## src/rtl/core/hsr_pkg.sv

```systemverilog
// -----------------------------------------------------------------------------
// hsr_pkg: shared constants for the Heron square root block
// Default fixed-point format, register widths, reset values and the
// configuration port layout.
// -----------------------------------------------------------------------------
`default_nettype none

package hsr_pkg;

	localparam int FRAC_BITS_DEF = 16;
	localparam int INT_BITS_DEF  = 17;

	localparam int ERR_W  = 33;
	localparam int ITER_W = 8;

	localparam int CFG_IDX_W  = 1;
	localparam int CFG_DATA_W = 33;

	localparam logic [ERR_W-1:0]  ERR_RESET  = ERR_W'(1);
	localparam logic [ITER_W-1:0] ITER_RESET = ITER_W'(64);

	typedef enum logic [CFG_IDX_W-1:0] {
		REG_ERROR_LIMIT     = 1'b0,
		REG_ITERATION_LIMIT = 1'b1
	} cfg_reg_t;

endpackage

`default_nettype wire

```

## src/rtl/core/hsr_req_if.sv

```systemverilog
// -----------------------------------------------------------------------------
// hsr_req_if: request channel of the Heron square root block
// Valid/ready handshake carrying one unsigned fixed-point radicand.
// -----------------------------------------------------------------------------
`default_nettype none

interface hsr_req_if #(
	parameter int VAL_W = 33
);
	logic             valid;
	logic             ready;
	logic [VAL_W-1:0] radicand;

	modport source (output valid, output radicand, input ready);
	modport sink   (input valid, input radicand, output ready);
endinterface

`default_nettype wire

```

## src/rtl/core/hsr_res_if.sv

```systemverilog
// -----------------------------------------------------------------------------
// hsr_res_if: result channel of the Heron square root block
// Valid/ready handshake carrying the root, the step count and the limit flag.
// -----------------------------------------------------------------------------
`default_nettype none

interface hsr_res_if #(
	parameter int VAL_W  = 33,
	parameter int STEP_W = 8
);
	logic              valid;
	logic              ready;
	logic [VAL_W-1:0]  root;
	logic [STEP_W-1:0] steps_taken;
	logic              hit_limit;

	modport source (output valid, output root, output steps_taken, output hit_limit,
		input ready);
	modport sink   (input valid, input root, input steps_taken, input hit_limit,
		output ready);
endinterface

`default_nettype wire

```

## src/rtl/core/heron_square_root.sv

```systemverilog
// -----------------------------------------------------------------------------
// heron_square_root: fixed-point square root by Heron's method
// Iterates estimate = (radicand / estimate + estimate) / 2 with one shared
// restoring divider, stopping on a small gap or at the step limit.
// -----------------------------------------------------------------------------
//  channel  dir  handshake        payload
//  req      in   valid/ready      radicand
//  res      out  valid/ready      root, steps_taken, hit_limit
//  cfg      in   cfg_we only      cfg_index, cfg_data
//
//  Default format is Q17.16. Each update step draws one quotient bit a cycle from
//  the shared subtract/compare unit, then makes one update of the estimate.
//  A zero radicand skips the divider and goes straight to emission.
//  req.ready is low while an item is in flight; a result waiting in the output
//  register does not block the next item, only the emission of the following.
//  arst_n clears control state and resets the registers to 1 and 64.
// -----------------------------------------------------------------------------
`default_nettype none

module heron_square_root #(
	parameter int FRAC_BITS = hsr_pkg::FRAC_BITS_DEF,
	parameter int INT_BITS  = hsr_pkg::INT_BITS_DEF
) (
	input  wire logic                          clk,
	input  wire logic                          arst_n,
	hsr_req_if.sink                            req,
	hsr_res_if.source                          res,
	input  wire logic                          cfg_we,
	input  wire logic [hsr_pkg::CFG_IDX_W-1:0]  cfg_index,
	input  wire logic [hsr_pkg::CFG_DATA_W-1:0] cfg_data
);
	import hsr_pkg::*;

	localparam int TOTAL_W = INT_BITS + FRAC_BITS;
	localparam int NUM_W   = TOTAL_W + FRAC_BITS;
	localparam int CNT_W   = $clog2(NUM_W);
	localparam int CMP_W   = (TOTAL_W > ERR_W) ? TOTAL_W : ERR_W;

	localparam logic [TOTAL_W-1:0] VAL_MAX  = {TOTAL_W{1'b1}};
	localparam logic [CNT_W-1:0]   CNT_LAST = CNT_W'(NUM_W - 1);
	localparam logic [CNT_W-1:0]   CNT_OVF  = CNT_W'(FRAC_BITS);

	typedef enum logic [3:0] {
		ST_IDLE = 4'b0001,
		ST_DIV  = 4'b0010,
		ST_STEP = 4'b0100,
		ST_EMIT = 4'b1000
	} state_t;

	state_t               state_q;
	logic [ERR_W-1:0]     err_q;
	logic [ITER_W-1:0]    iter_q;
	logic [TOTAL_W-1:0]   rad_q;
	logic [TOTAL_W-1:0]   est_q;
	logic [NUM_W-1:0]     num_q;
	logic [TOTAL_W-1:0]   rem_q;
	logic [TOTAL_W-1:0]   quo_q;
	logic                 ovf_q;
	logic [CNT_W-1:0]     cnt_q;
	logic [ITER_W-1:0]    steps_q;
	logic                 hit_q;
	logic                 res_valid_q;
	logic [TOTAL_W-1:0]   res_root_q;
	logic [ITER_W-1:0]    res_steps_q;
	logic                 res_hit_q;

	logic                 req_fire;
	logic                 emit_fire;
	logic [TOTAL_W:0]     trial;
	logic                 trial_ge;
	logic [TOTAL_W:0]     trial_diff;
	logic [TOTAL_W-1:0]   quo;
	logic [TOTAL_W:0]     sum;
	logic [TOTAL_W-1:0]   nxt;
	logic [TOTAL_W-1:0]   gap;
	logic                 converged;
	logic [ITER_W-1:0]    steps_nxt;
	logic [ITER_W-1:0]    limit;
	logic [TOTAL_W-1:0]   est_first;

	assign req.ready = (state_q == ST_IDLE);
	assign req_fire  = req.valid && req.ready;
	assign emit_fire = (state_q == ST_EMIT) && (!res_valid_q || res.ready);

	assign res.valid       = res_valid_q;
	assign res.root        = res_root_q;
	assign res.steps_taken = res_steps_q;
	assign res.hit_limit   = res_hit_q;

	assign est_first = (req.radicand >> 1) == '0 ? TOTAL_W'(1) : (req.radicand >> 1);

	// shared subtract/compare unit of the restoring divider
	assign trial      = {rem_q, num_q[NUM_W-1]};
	assign trial_diff = trial - {1'b0, est_q};
	assign trial_ge   = !trial_diff[TOTAL_W] || trial[TOTAL_W];

	assign quo       = ovf_q ? VAL_MAX : quo_q;
	assign sum       = {1'b0, quo} + {1'b0, est_q};
	assign nxt       = (sum[TOTAL_W:1] == '0) ? TOTAL_W'(1) : sum[TOTAL_W:1];
	assign gap       = nxt - quo;
	assign converged = (nxt < quo) || (CMP_W'(gap) < CMP_W'(err_q));
	assign steps_nxt = steps_q + ITER_W'(1);
	assign limit     = (iter_q == '0) ? ITER_W'(1) : iter_q;

	always_ff @(posedge clk or negedge arst_n) begin
		if (!arst_n) begin
			err_q  <= ERR_RESET;
			iter_q <= ITER_RESET;
		end else if (cfg_we) begin
			case (cfg_index)
				REG_ERROR_LIMIT:     err_q  <= cfg_data[ERR_W-1:0];
				REG_ITERATION_LIMIT: iter_q <= cfg_data[ITER_W-1:0];
				default: ;
			endcase
		end
	end

	always_ff @(posedge clk or negedge arst_n) begin
		if (!arst_n) begin
			state_q <= ST_IDLE;
		end else begin
			case (state_q)
				ST_IDLE: if (req_fire) begin
					state_q <= (req.radicand == '0) ? ST_EMIT : ST_DIV;
				end
				ST_DIV: if (cnt_q == CNT_LAST) begin
					state_q <= ST_STEP;
				end
				ST_STEP: begin
					if (converged || steps_nxt >= limit) state_q <= ST_EMIT;
					else state_q <= ST_DIV;
				end
				ST_EMIT: if (emit_fire) begin
					state_q <= ST_IDLE;
				end
				default: state_q <= ST_IDLE;
			endcase
		end
	end

	always_ff @(posedge clk) begin
		case (state_q)
			ST_IDLE: if (req_fire) begin
				rad_q   <= req.radicand;
				est_q   <= (req.radicand == '0) ? '0 : est_first;
				num_q   <= {req.radicand, {FRAC_BITS{1'b0}}};
				rem_q   <= '0;
				ovf_q   <= 1'b0;
				cnt_q   <= '0;
				steps_q <= '0;
				hit_q   <= 1'b0;
			end
			ST_DIV: begin
				num_q <= num_q << 1;
				rem_q <= trial_ge ? trial_diff[TOTAL_W-1:0] : trial[TOTAL_W-1:0];
				quo_q <= {quo_q[TOTAL_W-2:0], trial_ge};
				if (trial_ge && cnt_q < CNT_OVF) ovf_q <= 1'b1;
				cnt_q <= cnt_q + CNT_W'(1);
			end
			ST_STEP: begin
				est_q   <= nxt;
				steps_q <= steps_nxt;
				hit_q   <= !converged && (steps_nxt >= limit);
				num_q   <= {rad_q, {FRAC_BITS{1'b0}}};
				rem_q   <= '0;
				ovf_q   <= 1'b0;
				cnt_q   <= '0;
			end
			default: ;
		endcase
	end

	always_ff @(posedge clk or negedge arst_n) begin
		if (!arst_n) begin
			res_valid_q <= 1'b0;
		end else if (emit_fire) begin
			res_valid_q <= 1'b1;
		end else if (res.ready) begin
			res_valid_q <= 1'b0;
		end
	end

	always_ff @(posedge clk) begin
		if (emit_fire) begin
			res_root_q  <= est_q;
			res_steps_q <= steps_q;
			res_hit_q   <= hit_q;
		end
	end

	a_rem_below_divisor: assert property (@(posedge clk) disable iff (!arst_n)
		(state_q == ST_DIV) |-> (rem_q < est_q))
		else $error("divider remainder not below divisor");

	a_divisor_nonzero: assert property (@(posedge clk) disable iff (!arst_n)
		(state_q == ST_DIV) |-> (est_q != '0))
		else $error("zero divisor in divider");

	a_nonzero_starts_div: assert property (@(posedge clk) disable iff (!arst_n)
		(req_fire && req.radicand != '0) |=> (state_q == ST_DIV))
		else $error("nonzero radicand did not start a division");

	a_hit_at_limit: assert property (@(posedge clk) disable iff (!arst_n)
		(emit_fire && hit_q) |-> (steps_q == limit))
		else $error("limit flag raised off the step limit");

	a_emit_no_loss: assert property (@(posedge clk) disable iff (!arst_n)
		(res_valid_q && !res.ready) |=> res_valid_q)
		else $error("pending result dropped");

endmodule

`default_nettype wire

```

## src/flat_wrapper.sv

```systemverilog
// flat-port wrapper written by rule: the top's interface ports become plain ports
module heron_square_root_flat import hsr_pkg::*;
#(
	parameter int FRAC_BITS = hsr_pkg::FRAC_BITS_DEF,
	parameter int INT_BITS  = hsr_pkg::INT_BITS_DEF
)
  (clk, arst_n, cfg_we, cfg_index, cfg_data, req_valid, req_radicand, req_ready, res_valid, res_root, res_steps_taken, res_hit_limit, res_ready);
  hsr_req_if #(.VAL_W((INT_BITS_DEF + FRAC_BITS_DEF))) req_i ();
  hsr_res_if #(.VAL_W((INT_BITS_DEF + FRAC_BITS_DEF)), .STEP_W(ITER_W)) res_i ();
  input  wire logic clk;
  input  wire logic arst_n;
  input  wire logic cfg_we;
  input  wire logic [hsr_pkg::CFG_IDX_W-1:0] cfg_index;
  input  wire logic [hsr_pkg::CFG_DATA_W-1:0] cfg_data;
  input wire logic [$bits(req_i.valid)-1:0] req_valid;
  input wire logic [$bits(req_i.radicand)-1:0] req_radicand;
  output wire logic [$bits(req_i.ready)-1:0] req_ready;
  output wire logic [$bits(res_i.valid)-1:0] res_valid;
  output wire logic [$bits(res_i.root)-1:0] res_root;
  output wire logic [$bits(res_i.steps_taken)-1:0] res_steps_taken;
  output wire logic [$bits(res_i.hit_limit)-1:0] res_hit_limit;
  input wire logic [$bits(res_i.ready)-1:0] res_ready;
  assign req_i.valid = req_valid;
  assign req_i.radicand = req_radicand;
  assign req_ready = req_i.ready;
  assign res_valid = res_i.valid;
  assign res_root = res_i.root;
  assign res_steps_taken = res_i.steps_taken;
  assign res_hit_limit = res_i.hit_limit;
  assign res_i.ready = res_ready;
  heron_square_root #(.FRAC_BITS(FRAC_BITS), .INT_BITS(INT_BITS)) u_core (.clk(clk), .arst_n(arst_n), .req(req_i), .res(res_i), .cfg_we(cfg_we), .cfg_index(cfg_index), .cfg_data(cfg_data));
endmodule
```

## config.mk

```make
export PLATFORM = sky130hd
export DESIGN_NAME = heron_square_root_flat
export DESIGN_NICKNAME = d
export VERILOG_FILES = /design/src/rtl/core/hsr_pkg.sv /design/src/rtl/core/hsr_req_if.sv /design/src/rtl/core/hsr_res_if.sv /design/src/rtl/core/heron_square_root.sv /design/src/flat_wrapper.sv
export SDC_FILE = /design/constraint.sdc
export NUM_CORES = 1
export LEC_CHECK = 0
export BUFFER_PORTS_ARGS = -buffer_cell sky130_fd_sc_hd__buf_2
export CAP_MARGIN = 20
export CORE_MARGIN = 2
export CORE_UTILIZATION = 60
export CTS_CLUSTER_SIZE = 16
export DETAILED_ROUTE_END_ITERATION = 12
export PLACE_DENSITY = 0.79
export RECOVER_POWER = 100
export SETUP_SLACK_MARGIN = 0.4
export SLEW_MARGIN = 20
export SYNTH_ARGS = -nofsm -noshare
export SYNTH_HDL_FRONTEND = slang
export SYNTH_SLANG_ARGS = --single-unit
export TNS_END_PERCENT = 1
```

## constraint.sdc

```tcl
create_clock -name clk -period 16.85 [get_ports clk]
set_input_delay 0.8425 -clock clk [delete_from_list [all_inputs] [get_ports clk]]
set_output_delay 0.8425 -clock clk [all_outputs]
set_load 0.05 [all_outputs]
```

# == After elaboration in Yosys (flattened, before gate mapping) ==
# Index checks and enable logic that the tools add are counted.
# totals
reg_bits,285
inputBits,72
out_inout_bits,44
word_cells,88
# classes
n_addsub,5
n_lt_le_gt_ge,4
eq_ne,9
muxes,28
bitwise,1
reduce_logical,25
# ops
op,count
$mux 33,6
$pmux 49 s3,1
$logic_not 33->1,3
$pmux 33 s3,1
$lt 33x33->1,2
$pmux 33 s2,1
$mux 49,1
$add 33x33->34,1
$sub 34x33->34,1
$sub 33x33->33,1
$mux 32,1
$mux 4,5
$pmux 6 s3,1
$mux 8,2
$pmux 4 s4,1
$pmux 8 s2,1
$reduce_and 2->1,5
$add 8x1->8 const B,1
$ge 8x8->1,1
$logic_not 8->1,1
$add 6x1->6 const B,1
$eq 6x6->1 const B,1
$lt 6x5->1 const B,1
$mux 6,1
other kinds (16),31

# == Longest topological paths before layout ==
# Gate-level depths: netlist of run 1.
# logic_depth
word_depth,10
mapped_depth,40
ltp_nobuf,39

# == Worst setup path before layout of run 1 ==
# Ideal clock, no wire load.
# synth_timing
path_type,register -> register
from,register u_core.ovf_q
to,register u_core.hit_q (data pin)
setup_ns,0.269
arrival_ns,7.303
required_time_ns,16.581
path_slack_ns,9.278
path_stages_with_launch,41
n_path_buf,2
synth_period_minus_slack_ns,7.572
cell_sequence,edfxtp_1 > clkbuf_1 > or2_2 > ha_1 > buf_6 > a21oi_2 > nand2_1 > a211o_1 > or4_1 > a21o_1 > a31o_2 > a31o_2 > a21oi_1 > xor2_1 > nand4_1 > and2_1 > ha_1 > inv_1 > (+5 left out) > o41ai_2 > o31ai_1 > a221oi_1 > o21bai_1 > a21oi_1 > xnor2_1 > ha_1 > a21o_1 > a21o_1 > a21oi_1 > nor2b_1 > o21ai_0 > nand2b_1 > a21o_1 > a21oi_1 > o31ai_1 > nand2_1 > nor3_1
# synth_between
elab_chain_cells,10
elab_cells_between_ends,11
classes_between,add/sub: 2; order compare: 2; mux: 3; reduce/logical: 4
# synth_rtl
item,line_no,text
start: declaration,heron_square_root.sv:58,logic ovf_q;
start signal: assignment,heron_square_root.sv:148,ovf_q <= 1'b0;
start signal: assignment,heron_square_root.sv:157,if (trial_ge && cnt_q < CNT_OVF) ovf_q <= 1'b1;
start signal: assignment,heron_square_root.sv:166,ovf_q <= 1'b0;
$mux 33 *,heron_square_root.sv:97,assign quo = ovf_q ? VAL_MAX : quo_q;
$add 33x33->34,heron_square_root.sv:98,"assign sum = {1'b0, quo} + {1'b0, est_q};"
$logic_not 33->1,heron_square_root.sv:99,assign nxt = (sum[TOTAL_W:1] == '0) ? TOTAL_W'(1) : sum[TOTAL_W:1];
$mux 33,heron_square_root.sv:99,
$sub 33x33->33,heron_square_root.sv:100,assign gap = nxt - quo;
$lt 33x33->1,heron_square_root.sv:101,assign converged = (nxt < quo) || (CMP_W'(gap) < CMP_W'(err_q));
$logic_or 1x1->1 *,heron_square_root.sv:101,
$logic_not 1->1 *,heron_square_root.sv:163,hit_q <= !converged && (steps_nxt >= limit);
$logic_and 1x1->1 *,heron_square_root.sv:163,
$pmux 1 s2 *,heron_square_root.sv:142,case (state_q)
end signal: assignment,heron_square_root.sv:163,
end: declaration,heron_square_root.sv:61,logic hit_q;
# Mark *: on every way between the ends. The rest lies on a longest branch, timed or not.
# A chain may end at the register's enable or synchronous reset.

# == Worst setup path after layout of run 1 ==
# layout_timing
from,register u_core.ovf_q
to,register u_core.state_q[3]
# layout_between
elab_chain_cells,10
elab_cells_between_ends,11
classes_between,add/sub: 2; order compare: 2; mux: 4; reduce/logical: 3
# layout_rtl
item,line_no,text
$mux 33 *,heron_square_root.sv:97,
$add 33x33->34,heron_square_root.sv:98,
$logic_not 33->1,heron_square_root.sv:99,
$mux 33,heron_square_root.sv:99,
$sub 33x33->33,heron_square_root.sv:100,
$lt 33x33->1,heron_square_root.sv:101,
$logic_or 1x1->1 *,heron_square_root.sv:101,
$logic_or 1x1->1 *,heron_square_root.sv:130,if (converged || steps_nxt >= limit) state_q <= ST_EMIT;
$mux 4 *,heron_square_root.sv:130,
$pmux 4 s4 *,heron_square_root.sv:122,case (state_q)
end signal: assignment,heron_square_root.sv:124,state_q <= (req.radicand == '0) ? ST_EMIT : ST_DIV;
end: declaration,heron_square_root.sv:50,state_t state_q;
# Marks and branches as above.

==> results.json, run 1 <==
{
  "status": "finished, violations left",
  "violations": "capacitance limit, slew limit",
  "power_mw": 1.521,
  "placed_cells": 2141,
  "vias_per_cell": 5.966,
  "fmax_ghz": 0.1024,
  "antenna_found_initial": 0,
  "worst-setup-path-type": "flip-flop to flip-flop",
  "drive_gt1_frac": 0.09016,
  "cts_buffers": 29,
  "route.detailed.drc": 0,
  "first_global_vias": 12520,
  "slew_headroom": -1.595,
  "switching_share": 0.2151,
  "dr_wl_met2_um": 18350,
  "postCtsSetupRepairBufs": 0,
  "fillers": 2226,
  "instances_no_fill": 2197,
  "cp-start-kind": "flip-flop",
  "cpPeakStageDelay_ps": 770,
  "timing_hold_violations_final": 0,
  "path_delay_family": "compound AO/OA/AOI/OAI gates",
  "top_layer": "met4",
  "die_h_um": 171.5,
  "mostFrequentLayoutCell": "nand2_1",
  "drv_cap": 12,
  "die_width_um": 171.5,
  "end_kind": "flip-flop",
  "fin_nets": 2012,
  "min_period_ps": 9770,
  "clk_pin_slew_ps": 70,
  "start_util": 0.6076,
  "p_leak_nw": 8.016,
  "intPower_mw": 1.194,
  "tns_ps": 0,
  "routed_wl_um": 42420,
  "ys.flop_type": "edfxtp_1",
  "synth_edf_count": 223,
  "final_core_util": 0.6753,
  "rsz0062_at_grt": "no",
  "seq_area_frac_synth": 0.4664,
  "p_seq_frac": 0.481,
  "clkLatencyLatePin_ps": 570,
  "p_per_area_nw_per_um2": 81.32,
  "wl_met1_um": 19640,
  "netlist_instances": 1687,
  "hpwlAfterDp_um": 31200,
  "combPwrFrac": 0.041,
  "slew_viol_final": 554,
  "ant_nets": 0,
  "root_buffer": "clkbuf_16",
  "crit_top_cell": "a21oi_1",
  "holdCritStartpoint": "u_core.quo_q[20]",
  "crit_slowest_cell": "o41ai_1",
  "drtPass1Iterations": 6,
  "area_delta_synth_final_pct": 11.14,
  "arrival_ps": 10210,
  "final_cell_mix": "nand2_1 (224), edfxtp_1 (223), ha_1 (141)",
  "placementRows": 61,
  "track_usage": 0.2916,
  "coreArea_sq_um": 27710,
  "synthDistinctLibCells": 83,
  "cts_resized": 0,
  "grt-ovfl-total": 0,
  "cts_hold_buf": 0,
  "diodes": 0,
  "clock_sinks": 269,
  "wire_per_inst_um": 19.31,
  "setup_violations": 0,
  "critPathMaxFanout": 34,
  "clockPowerShare": 0.479,
  "clock_skew_ps": 10.60,
  "post-route-period-util": 0.5798,
  "worst-path-buf-inv": 1,
  "grt_pass1_wl_um": 66970,
  "max-vdd-ir-drop_mv": 0.06721,
  "wl_met3_um": 2971,
  "ys_ff_latch": 269,
  "syn_area_sq_um": 16830,
  "syn_area_per_cell_sq_um": 9.978,
  "clockBufferDepth": 3,
  "cts_tree": "done",
  "power_switching_mw": 0.3272,
  "place.gp.congestion": 0.9783,
  "num_vias": 13110,
  "synthArstFlopShare": 0.1710,
  "io_buffers": 115,
  "worst_pin_slew_ps": 3893,
  "yosys_warnings": 0,
  "grt_max_degree": 72,
  "cts_max_level": 1,
  "crit_required_ps": 17290,
  "hp-class": "flip-flop to flip-flop",
  "initialDrtViolationCount": 1316,
  "pin_count": 116,
  "critPathLaunch": "u_core.ovf_q",
  "synth_nets": 1903,
  "fp.dieArea_sq_um": 29410,
  "rr_startpoint": "u_core.ovf_q"
}
[cell usage after synthesis (all sizes together), types with 8 or more instances]
cell type,instances,share of area
a211oi,16,0.0071
a21o,47,0.021
a21oi,111,0.034
a22oi,34,0.015
a31oi,10,0.0037
and2,16,0.0060
buf,11,0.0038
clkbuf,36,0.0080
dfrtp,43,0.064
edfxtp,223,0.40
ha,141,0.10
inv,140,0.031
mux2,15,0.010
mux2i,28,0.017
nand2,224,0.050
nand2b,14,0.0052
nand3,28,0.0086
nand4,20,0.0074
nor2,112,0.025
nor2b,18,0.0067
nor3,27,0.0083
nor4,13,0.0048
o211ai,8,0.0042
o21a,19,0.0085
o21ai,105,0.031
or2,41,0.015
xnor2,57,0.030
xor2,31,0.016
[registers in the layout (all words and copies together), names as in the netlist]
| name | cells |
|---|---|
| u_core.hit_q | 1 |
| u_core.est_q | 33 |
| u_core.ovf_q | 1 |
| u_core.iter_q | 8 |
| u_core.quo_q | 33 |
| u_core.steps_q | 8 |
| u_core.rad_q | 33 |
| u_core.res.steps_taken | 8 |
| u_core.res.hit_limit | 1 |
| u_core.res.valid | 1 |
| u_core.rem_q | 33 |
| u_core.num_q | 33 |
| u_core.err_q | 33 |
| u_core.state_q | 4 |
| u_core.cnt_q | 6 |
| u_core.res.root | 33 |
[path summary, 6_finish.rpt]
path / cells past startpoint / slack [ps] / to
max in group asynchronous: 1 / 14250 / u_core.state_q[3]
worst max-delay path: 31 / 7080 / u_core.state_q[3]
min in group asynchronous: 1 / 1090 / u_core.iter_q[7]
worst max register to register: 31 / 7080 / u_core.state_q[3]
worst min-delay path: 0 / 440 / u_core.quo_q[21]
worst min register to register: 0 / 440 / u_core.quo_q[21]
[per-stage QoR]
step	setup WS (ps)	instance area (sq um)	hold slack, ps
final	7080	18710	444.2
after global routing	6276	18710	450.5
after CTS	7544	18890	443.9
after detailed placement	7574	17790	422.9
after global placement	7687	17790	428.5
after floorplan	9278	16830	400.3
[kinds of logic (layout without fill, tap and decap cells)]
family,Yosys count,in the layout,synth area share
AO/OA/AOI/OAI,416,416,0.1600
XOR/XNOR,88,88,0.04579
adder cells (fa/ha/maj),144,144,0.1084
buffers and inverters,187,319,0.04304
flip-flops,269,269,0.4664
multiplexers,43,43,0.02668
AND/OR/NAND/NOR,540,540,0.1498
[power by group through the flow]
stage / registers (mW) / logic [mW] / clock network (mW)
after floorplan: 0.743 / 0.0355 / 0
after global placement: 0.744 / 0.0594 / 0
after detailed placement: 0.745 / 0.0625 / 0
after CTS: 0.731 / 0.0634 / 0.736
after global routing: 0.732 / 0.0706 / 0.757
final: 0.731 / 0.0618 / 0.728
[area by class of cell]
class | instances | area, sq um | area share
flip-flops and latches | 269 | 7851 | 0.4196
clock buffers | 30 | 729.5 | 0.03899
repair buffers | 125 | 515.5 | 0.02755
inverters | 140 | 525.5 | 0.02809
multi-input cells | 1231 | 8240 | 0.4404
clock inverters | 24 | 374.1 | 0.02000
well taps | 378 | 473.0 | 0.02528
[per-layer routing]
| layer | track usage | up-vias |
|---|---|---|
| met2 | 0.4461 | 460 |
| met1 | 0.4299 | 6238 |
| li1 | - | 6333 |
| met3 | 0.03705 | 76 |
| met5 | 0 | - |
| met4 | 0.09948 | 0 |
[worst register-to-register path, delay by kind of cell (launching register included)]
| kind | cells | cell delay, ps |
|---|---|---|
| AOI/OAI and AO/OA | 16 | 5080 |
| xor gates and xnor gates | 2 | 390 |
| adders and majority gates | 4 | 1300 |
| buffers and inverters | 1 | 60 |
| DFF | 1 | 760 |
| and+or+nand+nor | 8 | 2050 |
No activity file was read; power rests on OpenSTA's default activity.
==> run 2: changes to the inputs <==
==> constraint.sdc (replaced) <==
create_clock -name clk -period 9.3 [get_ports clk]
set_input_delay 0.465 -clock clk [delete_from_list [all_inputs] [get_ports clk]]
set_output_delay 0.465 -clock clk [all_outputs]
set_load 0.05 [all_outputs]
==> results.json, run 2 (synthesis results as in run 1) <==
{
  "cp-start-kind": "flip-flop",
  "fin_nets": 2024,
  "track_usage": 0.2907,
  "tns_ps": 0,
  "status": "finished, violations left",
  "drive_gt1_frac": 0.09825,
  "route.detailed.drc": 0,
  "ant_nets": 0,
  "start_util": 0.6076,
  "mostFrequentLayoutCell": "nand2_1",
  "fillers": 2250,
  "cts_buffers": 30,
  "final_cell_mix": "nand2_1 (224), edfxtp_1 (223), ha_1 (141)",
  "critPathMaxFanout": 12,
  "crit_top_cell": "a21oi_1",
  "fmax_ghz": 0.1162,
  "setup_violations": 0,
  "p_leak_nw": 8.085,
  "end_kind": "flip-flop",
  "grt_pass1_wl_um": 66660,
  "crit_slowest_cell": "o41ai_4",
  "die_width_um": 171.5,
  "routed_wl_um": 42770,
  "worst_pin_slew_ps": 3944,
  "die_h_um": 171.5,
  "initialDrtViolationCount": 1261,
  "cts_max_level": 1,
  "min_period_ps": 8606,
  "io_buffers": 115,
  "hpwlAfterDp_um": 31260,
  "first_global_vias": 12420,
  "power_mw": 2.714,
  "hold_depth": 3,
  "timing_hold_violations_final": 0,
  "post-route-period-util": 0.9254,
  "slew_headroom": -1.629,
  "clock_skew_ps": 35.48,
  "violations": "capacitance limit, slew limit",
  "wire_per_inst_um": 19.35,
  "cts_tree": "done",
  "crit_required_ps": 9710,
  "reg2reg_depth": 39,
  "clock_sinks": 269,
  "drtPass1Iterations": 6,
  "arrival_ps": 9020,
  "worst-path-buf-inv": 2,
  "slew_viol_final": 554,
  "cp.depth": 39,
  "cpPeakStageDelay_ps": 420,
  "worst-setup-path-type": "flip-flop to flip-flop",
  "pin_count": 116,
  "root_buffer": "clkbuf_16",
  "clockBufferDepth": 3,
  "max-vdd-ir-drop_mv": 0.1384,
  "drv_cap": 12,
  "grt-ovfl-total": 0,
  "fp.dieArea_sq_um": 29410,
  "diodes": 0,
  "antenna_found_initial": 0,
  "coreArea_sq_um": 27710,
  "path_delay_family": "compound AO/OA/AOI/OAI gates",
  "clk_pin_slew_ps": 60,
  "grt_max_degree": 72,
  "place.gp.congestion": 0.9590,
  "num_vias": 13140,
  "rsz0062_at_grt": "no",
  "hp-class": "primary input to flip-flop",
  "clkLatencyLatePin_ps": 590,
  "p_per_area_nw_per_um2": 144.0,
  "placementRows": 61,
  "vias_per_cell": 5.946,
  "area_delta_synth_final_pct": 11.94
}
-- run 2: worst paths after layout --
| kind | start | endpoint | slack (ps) |
|---|---|---|---|
| min in group asynchronous | arst_n | u_core.state_q[1] | 1240 |
| setup / recovery | u_core.ovf_q | u_core.state_q[1] | 690 |
| hold / removal | cfg_data[31] | u_core.err_q[31] | 100 |
| max in group asynchronous | arst_n | u_core.err_q[23] | 6600 |
| setup reg to reg | u_core.ovf_q | u_core.state_q[1] | 690 |
| hold reg to reg | u_core.quo_q[26] | u_core.quo_q[27] | 440 |
-- run 2: where the power goes --
group / switching [mW] / total [mW] / leakage [nW] / internal, mW
Combinational: 0.0669 / 0.113 / 4.79 / 0.0462
Sequential: 0.00924 / 1.32 / 2.78 / 1.32
Clock: 0.511 / 1.28 / 0.516 / 0.766
Total: 0.587 / 2.71 / 8.08 / 2.13
-- run 2: timing repair --
action,in CTS,in global routing
resized for setup,1,9
hold buffers,0,1
buffers inserted,0,2
endpoints found under the setup margin,3,3
pin swaps,0,1
endpoints found under the hold margin,0,43
-- run 2: worst min-delay path: stages --
cell     delay, ps
buf_2           80
nand2_1         30
o21ai_0         50
-- run 2: routing by layer --
| metal | wire length, um | track usage | share of wire |
|---|---|---|---|
| met2 | 18790 | 0.4489 | 0.44 |
| met5 | 0 | 0 | 0 |
| met1 | 19860 | 0.4320 | 0.46 |
| met4 | 1194 | 0.08843 | 0.028 |
| met3 | 2932 | 0.03267 | 0.069 |
-- run 2: area by class of cell --
cell class	instances	area, sq um	share of cell area
Multi-Input combinational cell	1231	8323	0.4417
Sequential cell	269	7851	0.4166
Clock buffer	37	818.3	0.04342
Timing Repair Buffer	136	600.6	0.03187
Inverter	140	525.5	0.02789
Tap cell	378	473.0	0.02510
Clock inverter	19	252.7	0.01341
-- run 2: metrics by stage --
stage	hold slack, ps	worst slack (ps)	utilization	cells	cell area (sq um)
6_report	99.77	694.0	0.6802	2210	18840
5_1_grt	94.47	197.0	0.6802	2210	18840
4_1_cts	73.39	368.6	0.6830	2205	18920
3_5_place_dp	424.4	373.2	0.6442	2149	17850
3_3_place_gp	424.2	532.3	0.6442	2149	17850
2_1_floorplan	169.4	1728	-	1687	16830
